### src/hdl/first_fit_heap_allocator_top_macros.svh
// assertion macros for the first-fit heap allocator
// expects clk and arst_n in the scope of the module that uses them
`ifndef FIRST_FIT_HEAP_ALLOCATOR_TOP_MACROS_SVH
`define FIRST_FIT_HEAP_ALLOCATOR_TOP_MACROS_SVH

// condition holds at every edge out of reset
`define FFHA_ASSERT_ALWAYS(lbl, cond, msg) \
	lbl: assert property (@(posedge clk) disable iff (!arst_n) (cond)) else $error(msg);

// same-cycle implication
`define FFHA_ASSERT_IMP(lbl, ante, cons, msg) \
	lbl: assert property (@(posedge clk) disable iff (!arst_n) (ante) |-> (cons)) else $error(msg);

// next-cycle implication
`define FFHA_ASSERT_NXT(lbl, ante, cons, msg) \
	lbl: assert property (@(posedge clk) disable iff (!arst_n) (ante) |=> (cons)) else $error(msg);

`endif

### src/hdl/ffha_pkg.sv
// shared constants of the first-fit heap allocator
// no dependencies
`timescale 1ns / 1ps

package ffha_pkg;

	localparam int FFHA_HEAP_BYTES   = 65536;
	localparam int FFHA_HEADER_BYTES = 32;
	localparam int FFHA_MAX_SEGMENTS = 64;

	// rounded request size, one bit above the 17-bit request
	localparam int FFHA_NEED_W = 18;
	localparam int FFHA_ALIGN  = 4;

	localparam logic OP_ALLOC = 1'b0;
	localparam logic OP_FREE  = 1'b1;

	localparam logic [1:0] STAT_OK      = 2'd0;
	localparam logic [1:0] STAT_ZERO    = 2'd1;
	localparam logic [1:0] STAT_NOSPACE = 2'd2;
	localparam logic [1:0] STAT_BADADDR = 2'd3;

endpackage

### src/hdl/ffha_seg_mem.sv
// segment table storage: one write port, one registered read port
// no dependencies
`timescale 1ns / 1ps

module ffha_seg_mem #(
	parameter int DEPTH = 64,
	parameter int WIDTH = 35
) (
	input  logic                     clk,
	input  logic                     wr_en,
	input  logic [$clog2(DEPTH)-1:0] wr_addr,
	input  logic [WIDTH-1:0]         wr_data,
	input  logic [$clog2(DEPTH)-1:0] rd_addr,
	output logic [WIDTH-1:0]         rd_data
);

	logic [WIDTH-1:0] mem [DEPTH];

	always_ff @(posedge clk) begin
		if (wr_en) begin
			mem[wr_addr] <= wr_data;
		end
	end

	always_ff @(posedge clk) begin
		rd_data <= mem[rd_addr];
	end

endmodule

### src/hdl/first_fit_heap_allocator_top.sv
// first-fit heap allocator top level: control sequencer around the segment table
// depends on ffha_pkg, ffha_seg_mem and first_fit_heap_allocator_top_macros.svh
//
// channel   dir  tdata fields (low bit up)                      tuser
// s_axis    in   operation, request_size, free_address (40 b)   -
// m_axis    out  status, block_address (24 b)                   -
//
// an item walks the table one entry a cycle through the single read port,
// then entries shift one a cycle on a split (up) or a merge (down);
// a zero-size allocate skips the scan; the table needs no clearing after reset
// one item is in work at a time; a finished result waits in the output register
// while the next item is taken, and a stalled output holds the sequencer in its last state
`timescale 1ns / 1ps
`include "first_fit_heap_allocator_top_macros.svh"

module first_fit_heap_allocator_top
	import ffha_pkg::*;
#(
	parameter int HEAP_BYTES   = FFHA_HEAP_BYTES,
	parameter int HEADER_BYTES = FFHA_HEADER_BYTES,
	parameter int MAX_SEGMENTS = FFHA_MAX_SEGMENTS
) (
	input  logic        clk,
	input  logic        arst_n,
	input  logic        s_tvalid,
	output logic        s_tready,
	input  logic [39:0] s_tdata,   // operation, request_size, free_address, zero fill
	output logic        m_tvalid,
	input  logic        m_tready,
	output logic [23:0] m_tdata    // status, block_address, zero fill
);

	localparam int AW   = $clog2(HEAP_BYTES + 1);
	localparam int XW   = ((AW > FFHA_NEED_W) ? AW : FFHA_NEED_W) + 3;
	localparam int IW   = (MAX_SEGMENTS > 1) ? $clog2(MAX_SEGMENTS) : 1;
	localparam int CNTW = IW + 1;
	localparam int EW   = 2 * AW + 1;

	localparam logic [XW-1:0]   HDR_X   = XW'(HEADER_BYTES);
	localparam logic [XW-1:0]   HEAP_X  = XW'(HEAP_BYTES);
	localparam logic [XW-1:0]   ALIGN_X = XW'(FFHA_ALIGN);
	localparam logic [CNTW-1:0] MAX_C   = CNTW'(MAX_SEGMENTS);

	typedef enum logic [7:0] {
		ST_IDLE      = 8'b0000_0001,
		ST_SCAN      = 8'b0000_0010,
		ST_NEXT_WAIT = 8'b0000_0100,
		ST_SHUP      = 8'b0000_1000,
		ST_SHDN      = 8'b0001_0000,
		ST_INS       = 8'b0010_0000,
		ST_DONE      = 8'b0100_0000,
		ST_SPARE     = 8'b1000_0000
	} state_t;

	state_t                 state_q;
	logic                   op_q;
	logic [FFHA_NEED_W-1:0] need_q;
	logic [15:0]            addr_q;
	logic [CNTW-1:0]        cnt_q;
	logic [AW-1:0]          top_q;
	logic [CNTW-1:0]        ptr_q;
	logic [CNTW-1:0]        lim_q;
	logic [1:0]             dist_q;
	logic                   rd_vld_s1;
	logic [IW-1:0]          rd_idx_s1;
	logic [IW-1:0]          hit_idx_q;
	logic [AW-1:0]          hit_start_q;
	logic [AW-1:0]          hit_size_q;
	logic [AW-1:0]          prev_start_q;
	logic [AW-1:0]          prev_size_q;
	logic                   prev_free_q;
	logic                   pm_q;
	logic [EW-1:0]          rest_q;
	logic [1:0]             res_status_q;
	logic [15:0]            res_addr_q;
	logic                   m_tvalid_q;
	logic [23:0]            m_tdata_q;

	logic                   mem_wr_en;
	logic [IW-1:0]          mem_wr_addr;
	logic [EW-1:0]          mem_wr_data;
	logic [IW-1:0]          mem_rd_addr;
	logic [EW-1:0]          mem_rd_data;
	logic                   rd_issue;

	ffha_seg_mem #(
		.DEPTH(MAX_SEGMENTS),
		.WIDTH(EW)
	) u_seg_mem (
		.clk    (clk),
		.wr_en  (mem_wr_en),
		.wr_addr(mem_wr_addr),
		.wr_data(mem_wr_data),
		.rd_addr(mem_rd_addr),
		.rd_data(mem_rd_data)
	);

	// entry layout: {is_free, size, start}
	logic [AW-1:0] rd_start, rd_size;
	logic          rd_free;
	assign rd_start = mem_rd_data[AW-1:0];
	assign rd_size  = mem_rd_data[2*AW-1:AW];
	assign rd_free  = mem_rd_data[EW-1];

	logic                   s_accept;
	logic                   in_op;
	logic [16:0]            in_req;
	logic [15:0]            in_addr;
	logic [FFHA_NEED_W-1:0] in_need;
	assign s_tready = (state_q == ST_IDLE);
	assign s_accept = s_tvalid && s_tready;
	assign in_op    = s_tdata[0];
	assign in_req   = s_tdata[17:1];
	assign in_addr  = s_tdata[33:18];
	assign in_need  = (FFHA_NEED_W'(in_req) + FFHA_NEED_W'(3)) & ~FFHA_NEED_W'(3);

	logic [XW-1:0] need_x, rd_size_x, rd_user_x, top_x;
	assign need_x    = XW'(need_q);
	assign rd_size_x = XW'(rd_size);
	assign rd_user_x = XW'(rd_start) + HDR_X;
	assign top_x     = XW'(top_q);

	logic alloc_match, free_match, match;
	assign alloc_match = rd_free && (rd_size_x >= need_x);
	assign free_match  = !rd_free && (rd_user_x == XW'(addr_q));
	assign match       = rd_vld_s1 && ((op_q == OP_FREE) ? free_match : alloc_match);

	logic scan_hit, scan_miss, scan_issue, alloc_hit, free_hit, free_has_next;
	logic split, append_ok;
	logic [CNTW-1:0] idx_inc;
	assign scan_hit      = (state_q == ST_SCAN) && match;
	assign scan_miss     = (state_q == ST_SCAN) && !rd_vld_s1 && (ptr_q >= cnt_q);
	assign scan_issue    = (state_q == ST_SCAN) && !match && (ptr_q < cnt_q);
	assign alloc_hit     = scan_hit && (op_q == OP_ALLOC);
	assign free_hit      = scan_hit && (op_q == OP_FREE);
	assign idx_inc       = {1'b0, rd_idx_s1} + CNTW'(1);
	assign free_has_next = idx_inc < cnt_q;
	assign split         = (rd_size_x >= need_x + HDR_X + ALIGN_X) && (cnt_q < MAX_C);
	assign append_ok     = (cnt_q < MAX_C) && (top_x + HDR_X + need_x <= HEAP_X);

	logic shup_issue, shdn_issue;
	assign shup_issue = (state_q == ST_SHUP) && (ptr_q > lim_q);
	assign shdn_issue = (state_q == ST_SHDN) && (ptr_q < lim_q);

	// merged block for a free: the freed entry plus the previous and next entries where they are free
	logic          next_free;
	logic [AW-1:0] m_start;
	logic [XW-1:0] m_size_x;
	logic [IW-1:0] m_idx;
	logic [1:0]    m_dist;
	assign next_free = rd_free;
	assign m_start   = pm_q ? prev_start_q : hit_start_q;
	assign m_size_x  = (pm_q ? XW'(prev_size_q) + HDR_X : '0) + XW'(hit_size_q)
		+ (next_free ? HDR_X + rd_size_x : '0);
	assign m_idx     = pm_q ? hit_idx_q - IW'(1) : hit_idx_q;
	assign m_dist    = {1'b0, pm_q} + {1'b0, next_free};

	always_comb begin
		rd_issue    = 1'b0;
		mem_rd_addr = ptr_q[IW-1:0];
		if (scan_issue) begin
			rd_issue = 1'b1;
		end else if (free_hit && free_has_next) begin
			rd_issue    = 1'b1;
			mem_rd_addr = idx_inc[IW-1:0];
		end else if (shup_issue) begin
			rd_issue    = 1'b1;
			mem_rd_addr = IW'(ptr_q - CNTW'(1));
		end else if (shdn_issue) begin
			rd_issue = 1'b1;
		end
	end

	always_comb begin
		mem_wr_en   = 1'b0;
		mem_wr_addr = rd_idx_s1;
		mem_wr_data = mem_rd_data;
		if (alloc_hit) begin
			mem_wr_en   = 1'b1;
			mem_wr_data = {1'b0, (split ? AW'(need_q) : rd_size), rd_start};
		end else if (scan_miss && (op_q == OP_ALLOC) && append_ok) begin
			mem_wr_en   = 1'b1;
			mem_wr_addr = cnt_q[IW-1:0];
			mem_wr_data = {1'b0, AW'(need_q), top_q};
		end else if (state_q == ST_NEXT_WAIT) begin
			mem_wr_en   = 1'b1;
			mem_wr_addr = m_idx;
			mem_wr_data = {1'b1, AW'(m_size_x), m_start};
		end else if ((state_q == ST_SHUP) && rd_vld_s1) begin
			mem_wr_en   = 1'b1;
			mem_wr_addr = rd_idx_s1 + IW'(1);
		end else if ((state_q == ST_SHDN) && rd_vld_s1) begin
			mem_wr_en   = 1'b1;
			mem_wr_addr = rd_idx_s1 - IW'(dist_q);
		end else if (state_q == ST_INS) begin
			mem_wr_en   = 1'b1;
			mem_wr_addr = lim_q[IW-1:0];
			mem_wr_data = rest_q;
		end
	end

	logic out_load;
	assign out_load = (state_q == ST_DONE) && (!m_tvalid_q || m_tready);

	always_ff @(posedge clk or negedge arst_n) begin
		if (!arst_n) begin
			state_q   <= ST_IDLE;
			cnt_q     <= '0;
			top_q     <= '0;
			rd_vld_s1 <= 1'b0;
		end else begin
			rd_vld_s1 <= rd_issue;
			case (state_q)
				ST_IDLE: begin
					if (s_accept) begin
						state_q <= ((in_op == OP_ALLOC) && (in_req == '0)) ? ST_DONE : ST_SCAN;
					end
				end
				ST_SCAN: begin
					if (alloc_hit) begin
						state_q <= split ? ST_SHUP : ST_DONE;
						if (split) begin
							cnt_q <= cnt_q + CNTW'(1);
						end
					end else if (free_hit) begin
						if (free_has_next) begin
							state_q <= ST_NEXT_WAIT;
						end else begin
							state_q <= ST_DONE;
							top_q   <= (rd_idx_s1 != '0 && prev_free_q) ? prev_start_q
								: rd_start;
							cnt_q   <= cnt_q - ((rd_idx_s1 != '0 && prev_free_q)
								? CNTW'(2) : CNTW'(1));
						end
					end else if (scan_miss) begin
						state_q <= ST_DONE;
						if ((op_q == OP_ALLOC) && append_ok) begin
							cnt_q <= cnt_q + CNTW'(1);
							top_q <= AW'(top_x + HDR_X + need_x);
						end
					end
				end
				ST_NEXT_WAIT: begin
					state_q <= (m_dist == 2'd0) ? ST_DONE : ST_SHDN;
					cnt_q   <= cnt_q - CNTW'(m_dist);
				end
				ST_SHUP: begin
					if (!shup_issue && !rd_vld_s1) begin
						state_q <= ST_INS;
					end
				end
				ST_SHDN: begin
					if (!shdn_issue && !rd_vld_s1) begin
						state_q <= ST_DONE;
					end
				end
				ST_INS: begin
					state_q <= ST_DONE;
				end
				ST_DONE: begin
					if (out_load) begin
						state_q <= ST_IDLE;
					end
				end
				default: begin
					state_q <= ST_IDLE;
				end
			endcase
		end
	end

	// datapath registers, no reset needed
	always_ff @(posedge clk) begin
		if (rd_issue) begin
			rd_idx_s1 <= mem_rd_addr;
		end
		if (shup_issue) begin
			ptr_q <= ptr_q - CNTW'(1);
		end else if (scan_issue || shdn_issue) begin
			ptr_q <= ptr_q + CNTW'(1);
		end
		if (s_accept) begin
			op_q         <= in_op;
			need_q       <= in_need;
			addr_q       <= in_addr;
			ptr_q        <= '0;
			res_addr_q   <= '0;
			res_status_q <= ((in_op == OP_ALLOC) && (in_req == '0)) ? STAT_ZERO : STAT_OK;
		end
		if ((state_q == ST_SCAN) && rd_vld_s1 && !match) begin
			prev_start_q <= rd_start;
			prev_size_q  <= rd_size;
			prev_free_q  <= rd_free;
		end
		if (alloc_hit) begin
			res_addr_q <= rd_user_x[15:0];
			ptr_q      <= cnt_q;
			lim_q      <= idx_inc;
			rest_q     <= {1'b1, AW'(rd_size_x - HDR_X - need_x),
				AW'(XW'(rd_start) + HDR_X + need_x)};
		end
		if (free_hit) begin
			hit_idx_q   <= rd_idx_s1;
			hit_start_q <= rd_start;
			hit_size_q  <= rd_size;
			pm_q        <= (rd_idx_s1 != '0) && prev_free_q;
		end
		if (scan_miss) begin
			if (op_q == OP_FREE) begin
				res_status_q <= STAT_BADADDR;
			end else if (append_ok) begin
				res_addr_q <= 16'(top_x + HDR_X);
			end else begin
				res_status_q <= STAT_NOSPACE;
			end
		end
		if (state_q == ST_NEXT_WAIT) begin
			ptr_q  <= {1'b0, hit_idx_q} + CNTW'(1) + CNTW'(next_free);
			lim_q  <= cnt_q;
			dist_q <= m_dist;
		end
		if (out_load) begin
			m_tdata_q <= {6'd0, res_addr_q, res_status_q};
		end
	end

	always_ff @(posedge clk or negedge arst_n) begin
		if (!arst_n) begin
			m_tvalid_q <= 1'b0;
		end else if (out_load) begin
			m_tvalid_q <= 1'b1;
		end else if (m_tready) begin
			m_tvalid_q <= 1'b0;
		end
	end

	assign m_tvalid = m_tvalid_q;
	assign m_tdata  = m_tdata_q;

	`FFHA_ASSERT_ALWAYS(a_cnt_range, cnt_q <= MAX_C, "segment count above table size")
	`FFHA_ASSERT_ALWAYS(a_top_range, top_x <= HEAP_X, "heap top beyond heap")
	`FFHA_ASSERT_IMP(a_wr_in_table, mem_wr_en, {1'b0, mem_wr_addr} <= cnt_q,
		"table write beyond live entries")
	`FFHA_ASSERT_IMP(a_no_rw_clash, rd_issue && mem_wr_en, mem_rd_addr != mem_wr_addr,
		"read and write of one entry in the same cycle")
	`FFHA_ASSERT_NXT(a_done_to_idle, out_load, (state_q == ST_IDLE) && m_tvalid_q,
		"result load did not release the sequencer")

endmodule
### config.mk
export PLATFORM = sky130hd
export DESIGN_NAME = first_fit_heap_allocator_top
export DESIGN_NICKNAME = d
export VERILOG_FILES = /design/src/hdl/ffha_pkg.sv /design/src/hdl/ffha_seg_mem.sv /design/src/hdl/first_fit_heap_allocator_top.sv
export VERILOG_INCLUDE_DIRS = /design/src /design/src/hdl
export SDC_FILE = /design/constraint.sdc
export NUM_CORES = 2
export LEC_CHECK = 0
export BUFFER_PORTS_ARGS = -buffer_cell sky130_fd_sc_hd__buf_2
export CORE_UTILIZATION = 25
export CTS_CLUSTER_DIAMETER = 100
export DETAILED_ROUTE_END_ITERATION = 8
export REMOVE_ABC_BUFFERS = 1
export SYNTH_ARGS = -nofsm -noshare
export SYNTH_HDL_FRONTEND = slang
export SYNTH_HIERARCHICAL = 1
export SYNTH_SLANG_ARGS = --single-unit
### constraint.sdc
create_clock -name clk -period 9.75 [get_ports clk]
set_clock_uncertainty 0.1 [all_clocks]
set_input_delay 1.95 -clock clk [delete_from_list [all_inputs] [get_ports clk]]
set_output_delay 1.95 -clock clk [all_outputs]
set_load 0.03 [all_outputs]
==> results.toml <==
[critical_path]
arrival_ns = 8.42
crit_required_ns = 10.17
critPathBufInv = 2
r2r.worst_path.cells = 16
critPathKind = "flop to flop"
cp_max_fo = 22
cp-start-kind = "flop"
critPathSlowestCell = "nor2_4"
cp_common_cell = "nand3_1"
cp-end-kind = "flop"
cpPeakStageDelay_ns = 1.14
critical_path_depth = 16
crit_family = "simple AND/OR/NAND/NOR gates"
crit_path_cell_trace = "ha_1, inv_1, fa_1, nor2b_1, o31a_1, a21oi_1, or3_1, a2111o_1, nor4_1, o2bb2ai_1, and2_2, nor2_1, nand3_1, nand3_1, nor2_4, buf_4"

[detailed_routing]
avgRoutedWirePerCell_um = 24.69
drc = 0
drtIter0Drc = 6734
ant_nets = 0
first_pass_iters = 6
viasPerCell = 4.840
drt_wl_total_um = 284300
vias = 55740

[placement]
gp_congestion = 0.8652
place_ws_ns = 1.827
post_dp_cell_area_um2 = 111600
portBuffers = 57
place_inst = 11070
place_hpwl_um = 173900

[power]
p_per_area_nw_per_um2 = 289.1
leakagePower_nw = 37.67
ir_worst_vdd_v = 0.0002715

[global_routing]
grt_pass1_vias = 55460
grt_pass1_wl_um = 403600
grt.overflow.total = 0
grt_usage_pct = 13.25
grt_max_degree = 112
antenna_found_initial = 20

[synth]
synthesis.area_um2 = 103300
synth_xor_area_share_pct = 1.362
synth-warning-count = 6
postSynthCellCount = 5652
ys_ff_latch = 2509
ys_seq_area_share_pct = 72.25
synth_mux_area_share_pct = 13.39
synth.avg_cell_area_um2 = 18.28
synth_simple_gate_area_share_pct = 4.461
synth_edf_count = 2423
synthDistinctLibCells = 87
async_flop_share_pct = 1.315
synth_compound_area_share_pct = 4.536
synthAdderAreaFrac_pct = 2.165
synth_top_family_by_area = "multiplexers"
synthFlopType = "edfxtp_1"

[clocking]
clkSinkCount = 2509
cts_setup_buffers = 0
clk_latency_ns = 0.93
path_clk_slew_ns = 0.07
ctsHoldBuffers = 0
cts.repair.resized = 0
htree_num_levels = 4
cts_buffers = 242
cts_max_path_buffers = 4
cts_tree = "done"
cts_root_buf = "clkbuf_16"

[floorplan]
dieHeight_um = 644.9
die_w_um = 644.9
rows = 235
io_pins = 70
dieArea_um2 = 415900
start_util_pct = 25.17
fp.coreArea_um2 = 410500

[timing]
hold_violations = 0
fmax_mhz = 125.0
relSlewSlack_pct = 12.22
finalMaxSlewViolations = 0
tightest_slew_ns = 1.307
finalSetupViolCount = 0
layout_setup_ws_ns = 1.753
period_share_pct = 82.02
rsz0062_at_grt = "false"
whs_ns = 0.3381
finalCriticalPeriod_ns = 7.997

[cells_and_area]
final_core_util_pct = 29.07
design_area_um2 = 119300
final_cell_mix = "edfxtp_1, mux4_2, nand2_1"
layout_commonest_cell = "edfxtp_1"
layout-drive-gt1-share_pct = 21.92
nets = 6074
final_cells = 11520
syn_to_final_growth_pct = 15.49

[worst_hold_path]
min_delay_path_depth = 0
hold_path.class = "flop to flop"

[outcome]
status = "finished clean"

[job]
maxCapViolCount = 0
registers in the layout, indices dropped and copies added, names as in the netlist, 16 cells and up:
register           cells
addr_q                16
u_seg_mem/rd_data     35
hit_size_q            17
prev_size_q           17
prev_start_q          17
rest_q                34
res_addr_q            16
need_q                16
m_tdata               18
hit_start_q           17
top_q                 17
u_seg_mem/mem       2240
layout make-up:
type | count | area [µm²]
diodes | 6 | 15.01
flip-flops and latches | 2509 | 74650
well taps | 5451 | 6820
clock inverters | 144 | 1364
multi-input cells | 2731 | 27790
fillers | 40280 | 291100
clock buffers | 294 | 6332
inverters | 120 | 450.4
repair buffers | 261 | 1912
per-layer routing:
layer  vias to the layer above  part of all wire (%)  global-route usage, %
li1                      23390                     -                      -
met1                     29630                    42                  18.06
met2                      2313                    47                  21.70
met3                       405                   7.9                  2.036
met4                         2                   3.1                  4.071
met5                         -                0.0046                      0
power by group:
part | internal (mW) | switching [mW]
clock network | 5.21 | 4.03
logic | 3.56 | 7.47
registers | 13.8 | 0.411
total | 22.6 | 11.9
path summary, 6_finish.rpt:
| path | start | end | slack, ns |
|---|---|---|---|
| setup / recovery | need_q[2] | u_seg_mem/mem[59][2] | 1.75 |
| hold / removal | res_addr_q[12] | m_tdata[14] | 0.34 |
| setup reg to reg | need_q[2] | u_seg_mem/mem[59][2] | 1.75 |
| hold reg to reg | res_addr_q[12] | m_tdata[14] | 0.34 |
| max in group asynchronous | arst_n | top_q[0] | 7.74 |
| min in group asynchronous | arst_n | m_tvalid | 1.18 |
per-stage QoR:
step / setup TNS, ns / total power [mW]
6_report: 0 / 34.49
5_1_grt: 0 / 35.69
4_1_cts: 0 / 34.61
3_5_place_dp: 0 / 25.41
3_3_place_gp: 0 / 25.21
2_1_floorplan: -2794.82 / 21.86
logic make-up (layout without fill, tap and decap cells):
| kind of cell | count (synthesis) | in the layout |
|---|---|---|
| fa+ha+maj | 165 | 165 |
| buf+inv | 417 | 819 |
| mux | 763 | 763 |
| flops | 2509 | 2509 |
| xor+xnor | 156 | 156 |
| compound gates | 678 | 678 |
| simple gates | 963 | 963 |
| other cells | 1 | 12 |
synth_stat cells (50+ instances only):
cell / count / area share, %
a21oi_1: 91 / 0.44
a22oi_1: 57 / 0.41
buf_2: 63 / 0.31
clkbuf_1: 160 / 0.58
dfxtp_1: 53 / 1.0
edfxtp_1: 2423 / 70
ha_1: 142 / 1.7
inv_1: 118 / 0.43
mux2_2: 90 / 0.98
mux2i_1: 180 / 1.7
mux4_2: 486 / 11
nand2_1: 277 / 1.0
nand3_1: 158 / 0.77
nand4_1: 71 / 0.43
nor2_1: 225 / 0.82
o21ai_0: 105 / 0.51
o221ai_1: 53 / 0.45
o22ai_1: 95 / 0.58
xnor2_1: 103 / 0.87
xor2_1: 50 / 0.42
worst reg2reg max path, delay by kind of cell, from the launching register on:
| family | cells | cell delay, ns |
|---|---|---|
| DFF | 1 | 0.59 |
| and+or+nand+nor | 8 | 4.87 |
| adders and majority gates | 2 | 0.68 |
| buffers and inverters | 2 | 0.46 |
| AOI/OAI and AO/OA | 4 | 0.99 |
No activity file was read; power rests on OpenSTA's default activity.
